### src/hw/rtl/sidtc_pkg.sv
// sidtc_pkg: shared types, constants and state codes for the signed integer
// to decimal text cell block
// no dependencies
package sidtc_pkg;

   localparam int BIN_W       = 32;
   localparam int NUM_DIGITS  = 10;
   localparam int BCD_W       = 4 * NUM_DIGITS;
   localparam int CNT_W       = $clog2(BIN_W);
   localparam int DIG_W       = $clog2(NUM_DIGITS);
   localparam int IDX_W       = 11;
   localparam int DEF_SCREEN_WIDTH = 80;

   localparam logic [7:0] CHAR_ZERO  = 8'h30;
   localparam logic [7:0] CHAR_MINUS = 8'h2D;

   typedef struct packed {
      logic signed [31:0] number;
      logic [4:0]         row;
      logic [6:0]         col;
      logic [7:0]         color;
   } req_type;

   typedef struct packed {
      logic [10:0] cell_index;
      logic [15:0] cell_word;
      logic        last;
   } rsp_type;

   typedef enum logic [2:0] {
      ST_IDLE,
      ST_CONV,
      ST_SKIP,
      ST_SIGN,
      ST_DIGIT
   } state_type;

endpackage

### src/hw/rtl/sidtc_dabble.sv
// sidtc_dabble: one shift-and-add-3 step of the binary to bcd converter
// depends on sidtc_pkg
module sidtc_dabble (
   input  logic [sidtc_pkg::BCD_W-1:0] bcd_cur,
   input  logic [sidtc_pkg::BIN_W-1:0] bin_cur,
   output logic [sidtc_pkg::BCD_W-1:0] bcd_nxt,
   output logic [sidtc_pkg::BIN_W-1:0] bin_nxt
);
   import sidtc_pkg::*;

   logic [BCD_W-1:0] bcd_adj;

   always_comb begin
      for (int i = 0; i < NUM_DIGITS; i++) begin
         if (bcd_cur[i*4 +: 4] >= 4'd5) begin
            bcd_adj[i*4 +: 4] = bcd_cur[i*4 +: 4] + 4'd3;
         end else begin
            bcd_adj[i*4 +: 4] = bcd_cur[i*4 +: 4];
         end
      end
   end

   assign bcd_nxt = {bcd_adj[BCD_W-2:0], bin_cur[BIN_W-1]};
   assign bin_nxt = {bin_cur[BIN_W-2:0], 1'b0};

endmodule

### src/hw/rtl/signed_int_to_decimal_text_cells_core.sv
// signed_int_to_decimal_text_cells_core: top level, sequencer and cell output
// depends on sidtc_pkg and sidtc_dabble
//
// Usage:
//   A request word (number, row, col, color) is taken at a rising edge with
//   start high and busy low. busy stays high until the last cell of that
//   number has been sent.
//   The number's magnitude goes through a shared shift-and-add-3 step, one
//   bit per cycle, over every bit. Leading zero digits are then skipped one
//   per cycle, and the characters leave one per cycle, minus sign first.
//   Each cell is on rsp_word for exactly one cycle with rsp_strobe high;
//   rsp_word.last marks the final cell. The receiver cannot stall.
//   Busy time per number covers the conversion steps, the skip of leading
//   zero digits, the minus sign of a negative number and one cell per
//   decimal digit. A new start is taken at the first rising edge with busy
//   low.
//   cell_index = row*SCREEN_WIDTH + col + position, modulo 2048.
//   Synchronous reset returns the block to idle; a number in flight is
//   dropped and no further cells appear.
module signed_int_to_decimal_text_cells_core #(
   parameter int SCREEN_WIDTH = sidtc_pkg::DEF_SCREEN_WIDTH
) (
   input  logic               clock,
   input  logic               reset,
   input  logic               start,
   output logic               busy,
   input  sidtc_pkg::req_type req_word,
   output logic               rsp_strobe,
   output sidtc_pkg::rsp_type rsp_word
);
   import sidtc_pkg::*;

   localparam int SW_W = $clog2(SCREEN_WIDTH + 1);
   localparam int PROD_W = 5 + SW_W;

   state_type state_ff, state_in;

   logic [BIN_W-1:0] mag_ff, mag_in;
   logic [BCD_W-1:0] bcd_ff, bcd_in;
   logic [CNT_W-1:0] cnt_ff, cnt_in;
   logic [DIG_W-1:0] dig_ff, dig_in;
   logic             neg_ff, neg_in;
   logic [7:0]       color_ff, color_in;
   logic [IDX_W-1:0] idx_ff, idx_in;

   logic [BCD_W-1:0] bcd_step;
   logic [BIN_W-1:0] mag_step;
   logic [BIN_W-1:0] mag_load;
   logic [PROD_W-1:0] row_prod;
   logic [IDX_W-1:0] base_idx;
   logic [3:0]       cur_digit;
   logic             accept;

   sidtc_dabble u_dabble (
      .bcd_cur (bcd_ff),
      .bin_cur (mag_ff),
      .bcd_nxt (bcd_step),
      .bin_nxt (mag_step)
   );

   assign accept    = start && (state_ff == ST_IDLE);
   assign mag_load  = req_word.number[31] ? (32'd0 - 32'(req_word.number))
                                          : 32'(req_word.number);
   assign row_prod  = PROD_W'(req_word.row) * PROD_W'(SCREEN_WIDTH);
   assign base_idx  = IDX_W'(row_prod) + IDX_W'(req_word.col);
   assign cur_digit = bcd_ff[{dig_ff, 2'b00} +: 4];

   // next state
   always_comb begin
      state_in = state_ff;
      case (state_ff)
         ST_IDLE: begin
            if (start) begin
               state_in = ST_CONV;
            end
         end
         ST_CONV: begin
            if (cnt_ff == CNT_W'(BIN_W - 1)) begin
               state_in = ST_SKIP;
            end
         end
         ST_SKIP: begin
            if (cur_digit != 4'd0 || dig_ff == '0) begin
               state_in = neg_ff ? ST_SIGN : ST_DIGIT;
            end
         end
         ST_SIGN: begin
            state_in = ST_DIGIT;
         end
         ST_DIGIT: begin
            if (dig_ff == '0) begin
               state_in = ST_IDLE;
            end
         end
         default: begin
            state_in = ST_IDLE;
         end
      endcase
   end

   // datapath updates
   always_comb begin
      mag_in   = mag_ff;
      bcd_in   = bcd_ff;
      cnt_in   = cnt_ff;
      dig_in   = dig_ff;
      neg_in   = neg_ff;
      color_in = color_ff;
      idx_in   = idx_ff;
      case (state_ff)
         ST_IDLE: begin
            if (accept) begin
               mag_in   = mag_load;
               bcd_in   = '0;
               cnt_in   = '0;
               neg_in   = req_word.number[31];
               color_in = req_word.color;
               idx_in   = base_idx;
            end
         end
         ST_CONV: begin
            mag_in = mag_step;
            bcd_in = bcd_step;
            cnt_in = cnt_ff + 1'b1;
            dig_in = DIG_W'(NUM_DIGITS - 1);
         end
         ST_SKIP: begin
            if (cur_digit == 4'd0 && dig_ff != '0) begin
               dig_in = dig_ff - 1'b1;
            end
         end
         ST_SIGN: begin
            idx_in = idx_ff + 1'b1;
         end
         ST_DIGIT: begin
            idx_in = idx_ff + 1'b1;
            if (dig_ff != '0) begin
               dig_in = dig_ff - 1'b1;
            end
         end
         default: begin
         end
      endcase
   end

   // outputs
   always_comb begin
      busy                = (state_ff != ST_IDLE);
      rsp_strobe          = 1'b0;
      rsp_word.cell_index = idx_ff;
      rsp_word.cell_word  = {color_ff, CHAR_ZERO + {4'd0, cur_digit}};
      rsp_word.last       = 1'b0;
      case (state_ff)
         ST_SIGN: begin
            rsp_strobe         = 1'b1;
            rsp_word.cell_word = {color_ff, CHAR_MINUS};
         end
         ST_DIGIT: begin
            rsp_strobe    = 1'b1;
            rsp_word.last = (dig_ff == '0);
         end
         default: begin
         end
      endcase
   end

   always_ff @(posedge clock) begin
      if (reset) begin
         state_ff <= ST_IDLE;
      end else begin
         state_ff <= state_in;
      end
   end

   always_ff @(posedge clock) begin
      mag_ff   <= mag_in;
      bcd_ff   <= bcd_in;
      cnt_ff   <= cnt_in;
      dig_ff   <= dig_in;
      neg_ff   <= neg_in;
      color_ff <= color_in;
      idx_ff   <= idx_in;
   end

   a_strobe_busy: assert property (@(posedge clock) disable iff (reset)
      rsp_strobe |-> busy)
      else $error("cell strobe while idle");

   a_last_idle: assert property (@(posedge clock) disable iff (reset)
      (rsp_strobe && rsp_word.last) |=> !busy)
      else $error("still busy after last cell");

   a_conv_done: assert property (@(posedge clock) disable iff (reset)
      (state_ff == ST_CONV && cnt_ff == CNT_W'(BIN_W - 1)) |=> state_ff == ST_SKIP)
      else $error("conversion did not end after all bits");

   a_accept_conv: assert property (@(posedge clock) disable iff (reset)
      (start && !busy) |=> (state_ff == ST_CONV && cnt_ff == '0))
      else $error("accepted word did not start conversion");

endmodule

### config.mk
export PLATFORM = sky130hd
export DESIGN_NAME = signed_int_to_decimal_text_cells_core
export DESIGN_NICKNAME = d
export VERILOG_FILES = /design/src/hw/rtl/sidtc_pkg.sv /design/src/hw/rtl/sidtc_dabble.sv /design/src/hw/rtl/signed_int_to_decimal_text_cells_core.sv
export SDC_FILE = /design/constraint.sdc
export NUM_CORES = 1
export LEC_CHECK = 0
export BUFFER_PORTS_ARGS = -buffer_cell sky130_fd_sc_hd__buf_2
export CELL_PAD_IN_SITES_DETAIL_PLACEMENT = 1
export CELL_PAD_IN_SITES_GLOBAL_PLACEMENT = 1
export CORE_MARGIN = 3
export CORE_UTILIZATION = 41
export CTS_CLUSTER_SIZE = 40
export DETAILED_ROUTE_END_ITERATION = 8
export PLACE_DENSITY = 0.88
export SLEW_MARGIN = 30
export SYNTH_ARGS = -nofsm -noshare
export SYNTH_HDL_FRONTEND = slang
export SYNTH_SLANG_ARGS = --single-unit
### constraint.sdc
create_clock -name clock -period 6.9 [get_ports clock]
set_input_delay 0.345 -clock clock [delete_from_list [all_inputs] [get_ports clock]]
set_output_delay 0.345 -clock clock [all_outputs]
set_load 0.01 [all_outputs]
==> results of run 1 <==
cells by family (layout without fill, tap and decap cells):
group	count (synthesis)	after routing	share of synthesized area (%)
other	2	3	0.117
DFF	104	104	48.4
AOI/OAI and AO/OA	125	125	11.0
muxes	20	20	3.97
and+or+nand+nor	225	225	15.9
xor gates and xnor gates	70	70	9.59
adders and majority gates	36	36	7.28
buffers and inverters	60	133	3.80
power by group through the flow:
stage / logic, W / registers [W] / clock network, W
after floorplan: 0.000917 / 0.00131 / 0
after detailed placement: 0.00124 / 0.00139 / 0
after CTS: 0.00126 / 0.00138 / 0.000488
after global placement: 0.00113 / 0.00136 / 0
final: 0.00126 / 0.00137 / 0.000474
after global routing: 0.00144 / 0.00141 / 0.000510
path summary, 6_finish.rpt:
check                            startpoint     endpoint  slack [ps]  cells past startpoint
worst max register to register    dig_ff[0]    dig_ff[3]        4150                      7
worst max-delay path              dig_ff[0]    dig_ff[3]        4150                      7
worst min register to register   mag_ff[17]   mag_ff[18]         530                      2
worst min-delay path            req_word[2]  color_ff[2]         170                      1
stage by stage:
| step | hold WS, ps | utilization [%] | setup WS, ps |
|---|---|---|---|
| 2_1_floorplan | 418 | - | 1970 |
| 3_3_place_gp | 499 | 45.7 | 4000 |
| 3_5_place_dp | 515 | 45.9 | 3880 |
| 4_1_cts | 154 | 47.7 | 3850 |
| 5_1_grt | 159 | 47.8 | 3990 |
| 6_report | 169 | 47.8 | 4150 |
synthesized netlist by cell type, drive strengths merged, types with 4 or more instances:
library cell	number	area, um^2
a21oi	42	210
o41ai	4	35.0
buf	7	43.8
mux4	4	90.1
and2	4	25.0
mux2i	13	130
nor4	5	31.3
xnor2	23	201
xor2	47	412
nand3	10	50.1
and3	6	37.5
o21ai	56	280
ha	34	425
inv	32	120
nand2	80	300
nand2b	15	93.8
nor3	16	80.1
nor2	71	267
o31ai	8	60.1
edfxtp	101	3030
clkbuf	21	78.8
area by class of cell:
cell class	count	area share (%)
inverters	32	1.65
clock buffers	10	3.14
flip-flops and latches	104	42.4
multi-input cells	479	42.3
repair buffers	85	6.35
well taps	211	3.62
clock inverters	6	0.498
layer usage:
layer  routed length [um]  GRT usage [%]  vias to the layer above
li1                     -              -                     2385
met1                 6830           24.1                     2414
met2                 7320           30.3                       95
met3                  540           2.97                       22
met4                  228           5.69                        0
met5                    0              0                        -
flip-flops by register name (all words and copies together), names as in the netlist:
| register | flops |
|---|---|
| mag_ff | 32 |
| dig_ff | 4 |
| color_ff | 8 |
| state_ff | 3 |
| neg_ff | 1 |
| idx_ff | 11 |
| cnt_ff | 5 |
| bcd_ff | 40 |
==> qor_table.md, run 1 <==
| Step | Result | This run |
|---|---|---|
| outcome | Status | finished, final reports clean |
| global route | Overflow left after global routing | 0 |
| sta | Number of endpoints with negative hold slack in the final report | 0 |
| cts | Cts hold-fix bufs | 0 |
| cts | Number of buffers between clock root and the deepest sink | 2 |
| sta | Actual slew at the worst max-slew pin | 856 ps |
| yosys | Mapped Avg Cell Area | 9.96 um^2 |
| global route | Maximum number of pins on one net before global-route repair | 78 |
| setup path | CP Data Arrival Time | 2750 ps |
| yosys | Register bit total from synthesis | 104 |
| setup path | Type of destination of the critical path | flop |
| setup path | Setup crit start kind | flop |
| power and ir drop | Net switching share of the total power | 40.1% |
| sta | Fin. max-slew vios | 0 |
| setup path | Delay contributed by the slowest stage of the critical path | 560 ps |
| finish | Fillcell total | 1746 |
| power and ir drop | Part of the power in registers | 44.1% |
| finish | Antenna cells | 0 |
| yosys | Synth warn | 0 |
| sta | Final count of negative-setup-slack endpoints | 0 |
| cts | Number of clock sinks seen by CTS | 104 |
| cts | Post-CTS resize count | 0 |
| finish | Area taken by flip-flops and latches | 3090 um^2 |
| finish | Most common cell after layout, fill and taps aside | edfxtp_1 |
| global route | Number of global-route vias before repair | 4985 |
| finish | Post-route cell area | 7290 um^2 |
| setup path | Buffers and inverters on the worst path | 1 |
| global route | First-pass GRT wire length | 24700 um |
| floorplanning | Core ar. | 15300 um^2 |
| sta | Unrepaired setup endpoints after global routing | false |
| placement | Last weighted congestion value of the routability-driven placer | 0.849 |
| detailed routing | Residual DRC | 0 |
| cts | Number of buffers inserted during clock tree synthesis | 9 |
| sta | Post-layout min period | 2750 ps |
| power and ir drop | Standby leakage power | 2.94 nW |
| detailed routing | Detailed-route vias per instance | 5.30 |
| floorplanning | Number of top-level pins | 85 |
| placement | Placed cells | 910 |
| detailed routing | Number of DRC violations after detailed-routing iteration 0 | 192 |
| finish | Total area of multi-input combinational cells | 3090 um^2 |
| yosys | Proportion of register bits with asynchronous set or reset after synthesis | 0% |
| power and ir drop | Pwr dens | 425 nW/um^2 |
| placement | Dpl cell area | 7010 um^2 |
| setup path | Peak fanout along the critical path | 16 |
| floorplanning | Area of the die | 17100 um^2 |
| power and ir drop | Portion of total power attributed to combinational logic | 40.6% |
| yosys | Post-synth EDFFs | 101 |
| job | Number of maximum-capacitance violations | 0 |
| cts | Post-CTS setup buffers | 0 |
| setup path | Critical path type | flop to flop |
| yosys | Mapped cell area | 6400 um^2 |
| finish | Most used cells in the layout excluding fill and tap cells | 101 x edfxtp_1, 81 x buf_2, 80 x nand2_1 |
| power and ir drop | Design internal power | 0.00185 W |
| setup path | Required time of the critical path | 6900 ps |
| global route | GRT Resource Usage Total | 18.1% |
| placement | Buffers added on ports | 81 |
| cts | Cell at the root of the clock tree | clkbuf_16 |
| yosys | Count of cell types in the netlist | 50 |
| power and ir drop | Clk pwr share | 15.3% |
| worst hold path | Class of the tightest hold or removal check | primary input to flop |
| detailed routing | Total number of vias | 4916 |
| yosys | Share of the yosys chip area belonging to registers | 48.4% |
| detailed routing | Number of iterations in the first detailed-routing pass | 4 |
| setup path | Gate family responsible for the most delay along the worst path | compound AO/OA/AOI/OAI gates |
| finish | Number of non-filler instances in the completed layout | 927 |
| floorplanning | Number of core rows | 45 |
| setup path | Slowest library cell on the worst path | edfxtp_1 |
| detailed routing | Routed WL | 14900 um |
| global route | Antenna violations before repair | 0 |
| power and ir drop | Maximum resistive drop on vdd | 0.208 mV |
| floorplanning | Effective utilization at floorplan | 41.9% |
| cts | Clock latency at the later pin of the worst-skew pair | 350 ps |
| placement | HPWL after DPL | 11000 um |
| finish | Area growth, synth to finish | 14.0% |
| finish | Nets@finish | 802 |
| yosys | Synthesized netlist cell count | 642 |
| floorplanning | X dimension of the die | 131 um |
| floorplanning | Die height | 131 um |
| detailed routing | Final routed wire length divided by cell count | 16.1 um |
| cts | CTS clk-pin slew, worst paths | 70 ps |
| power and ir drop | Total power | 0.00310 W |
| detailed routing | Final ANT Viol Nets | 0 |
| yosys | Top_reg_cell synth | edfxtp_1 |
| power and ir drop | Sw Pwr | 0.00124 W |
| cts | Number of H-tree levels | 3 |
| sta | Clock skew | 6.61 ps |
| finish | Proportion of layout cells with a drive suffix above 1 | 15.6% |
| cts | TritonCTS clock tree | done |
| setup path | CP Cell Sequence | buf_6 > mux4_2 > o22ai_1 > nor3_1 > nor4_1 > nand4_1 > a21oi_1 |
| sta | Timing-limited maximum frequency | 0.364 GHz |
| sta | Crit share post-route | 39.8% |
| sta | Worst slew slack as a fraction of its limit | 42.4% |
| sta | Setup TNS | 0 ps |
Power figures use the tool's default switching activity.
==> run 2: changes to the inputs <==
==> constraint.sdc (replaced) <==
create_clock -name clock -period 2.29 [get_ports clock]
set_input_delay 0.1145 -clock clock [delete_from_list [all_inputs] [get_ports clock]]
set_output_delay 0.1145 -clock clock [all_outputs]
set_load 0.01 [all_outputs]
==> run 2 against run 1 <==
  * Final cell count rose by 3.6%
  * First-iteration DRC count increased by 34%
  * Die area unchanged
  * Critical endpoint is now rsp_word[3]
  * Combinational power rose to 3.3 times the previous value
  * Critical path depth is the same
  * Clock power increased to 3.3 times the previous value
==> qor_table.md, run 2 (same netlist as run 1, synthesis figures left out) <==
| Step | Result | This run |
|---|---|---|
| outcome | Status | finished, final reports clean |
| power and ir drop | Design internal power | 0.00594 W |
| finish | Area growth, synth to finish | 19.6% |
| power and ir drop | Part of the power in registers | 41.6% |
| power and ir drop | Portion of total power attributed to combinational logic | 42.4% |
| power and ir drop | Standby leakage power | 3.12 nW |
| sta | Crit share post-route | 98.4% |
| finish | Most used cells in the layout excluding fill and tap cells | 101 x edfxtp_1, 81 x buf_2, 80 x nand2_1 |
| sta | Number of endpoints with negative hold slack in the final report | 0 |
| sta | Fin. max-slew vios | 0 |
| cts | CTS clk-pin slew, worst paths | 70 ps |
| finish | Largest register FFs | 40 |
| placement | Last weighted congestion value of the routability-driven placer | 0.823 |
| job | Number of maximum-capacitance violations | 0 |
| finish | Largest register by flop count | bcd_ff |
| sta | Timing-limited maximum frequency | 0.444 GHz |
| sta | Actual slew at the worst max-slew pin | 855 ps |
| cts | Number of buffers between clock root and the deepest sink | 2 |
| power and ir drop | Net switching share of the total power | 39.5% |
| global route | Number of global-route vias before repair | 5392 |
| worst hold path | Class of the tightest hold or removal check | primary input to flop |
| placement | Buffers added on ports | 81 |
| detailed routing | Total number of vias | 5031 |
| floorplanning | Die height | 131 um |
| floorplanning | X dimension of the die | 131 um |
| global route | GRT Resource Usage Total | 18.5% |
| sta | Final count of negative-setup-slack endpoints | 0 |
| global route | Overflow left after global routing | 0 |
| cts | Number of H-tree levels | 3 |
| floorplanning | Core ar. | 15300 um^2 |
| detailed routing | Final routed wire length divided by cell count | 16.5 um |
| worst hold path | Number of cells on the worst hold path | 3 |
| setup path | Worst-case register-to-register setup slack | 50 ps |
| power and ir drop | Clk pwr share | 15.9% |
| detailed routing | Routed WL | 15800 um |
| global route | Maximum number of pins on one net before global-route repair | 54 |
| setup path | Setup crit start kind | flop |
| cts | Clock latency at the later pin of the worst-skew pair | 350 ps |
| finish | Largest regs | bcd_ff: 40 flops, mag_ff: 32 flops, idx_ff: 11 flops |
| sta | Unrepaired setup endpoints after global routing | true |
| finish | Proportion of layout cells with a drive suffix above 1 | 19.1% |
| power and ir drop | Pwr dens | 1280 nW/um^2 |
| sta | Final WS setup | 36.8 ps |
| floorplanning | Area of the die | 17100 um^2 |
| setup path | Required time of the critical path | 2180 ps |
| setup path | Peak fanout along the critical path | 7 |
| finish | Util after Layout | 50.2% |
| floorplanning | Effective utilization at floorplan | 41.9% |
| cts | Cell at the root of the clock tree | clkbuf_16 |
| finish | Antenna cells | 0 |
| sta | Clock skew | 8.14 ps |
| finish | Nets@finish | 835 |
| sta | Post-layout min period | 2250 ps |
| detailed routing | Number of iterations in the first detailed-routing pass | 4 |
| setup path | CP Data Arrival Time | 2140 ps |
| cts | Number of clock sinks seen by CTS | 104 |
| detailed routing | Detailed-route vias per instance | 5.24 |
| placement | DP Worst Slack | -106 ps |
| detailed routing | Number of DRC violations after detailed-routing iteration 0 | 257 |
| finish | Most common cell after layout, fill and taps aside | edfxtp_1 |
| sta | Worst slew slack as a fraction of its limit | 42.8% |
| cts | Number of buffers inserted during clock tree synthesis | 9 |
| cts | TritonCTS clock tree | done |
| floorplanning | Number of core rows | 45 |
| setup path | Critical path type | flop to output pin |
| global route | Antenna violations before repair | 0 |
| detailed routing | Final ANT Viol Nets | 0 |
| global route | First-pass GRT wire length | 25500 um |
| detailed routing | Residual DRC | 0 |
| sta | Setup TNS | 0 ps |
| placement | HPWL after DPL | 12000 um |
| setup path | Type of destination of the critical path | output pin |
| power and ir drop | Maximum resistive drop on vdd | 0.803 mV |
| floorplanning | Number of top-level pins | 85 |
| power and ir drop | Sw Pwr | 0.00388 W |
| setup path | Number of cells on the worst reg-to-reg path | 7 |
==> run 2: critical path: stages, from the launching register on <==
cell and delay [ps]:
edfxtp_1 430, buf_6 170, buf_6 130, mux2i_2 140
mux4_2 470, o22a_1 230, nand2_1 80, buf_2 140
==> run 2: what timing repair did <==
item	CTS	global route
pin swaps	0	0
buffers inserted	2	3
hold endpoints to repair	9	0
setup endpoints to repair	6	11
hold buffers	9	0
resized for setup	3	4
==> run 2: final timing paths <==
check                             startpoint     endpoint
worst min-delay path            req_word[11]    idx_ff[3]
worst max-delay path               dig_ff[0]  rsp_word[3]
worst min register to register    mag_ff[31]    bcd_ff[0]
worst max register to register     dig_ff[0]    dig_ff[2]
==> run 2: power groups by stage <==
| stage | sequential (W) | clock, W | combinational, W |
|---|---|---|---|
| 5_1_grt | 0.00420 | 0.00167 | 0.00468 |
| 2_1_floorplan | 0.00389 | 0 | 0.00280 |
| 6_report | 0.00408 | 0.00157 | 0.00416 |
| 3_3_place_gp | 0.00403 | 0 | 0.00371 |
| 3_5_place_dp | 0.00412 | 0 | 0.00406 |
| 4_1_cts | 0.00408 | 0.00161 | 0.00415 |
==> run 2: through the flow <==
step	hold WS, ps	cells	area (um^2)	power, W
final	58.9	960	7650	0.00981
after global routing	62.4	960	7650	0.0106
after CTS	34.8	957	7610	0.00984
after detailed placement	294	930	7190	0.00819
after global placement	292	930	7190	0.00774
after floorplan	187	643	6430	0.00669
==> run 2: cell type report <==
type                            instances  area, um^2
Fill cell                            1728        7610
Multi-Input combinational cell        479        3110
Sequential cell                       104        3090
Timing Repair Buffer                  118         763
Tap cell                              211         264
Clock buffer                           10         229
Inverter                               32         120
Clock inverter                          6        67.6
==> run 2: per-layer routing <==
layer	part of all wire, %	track usage [%]	vias to the layer above
met3	2.7	2.36	13
met4	1.1	4.84	0
met5	0	0	-
li1	-	-	2455
met1	43	21.9	2481
met2	54	35.2	82
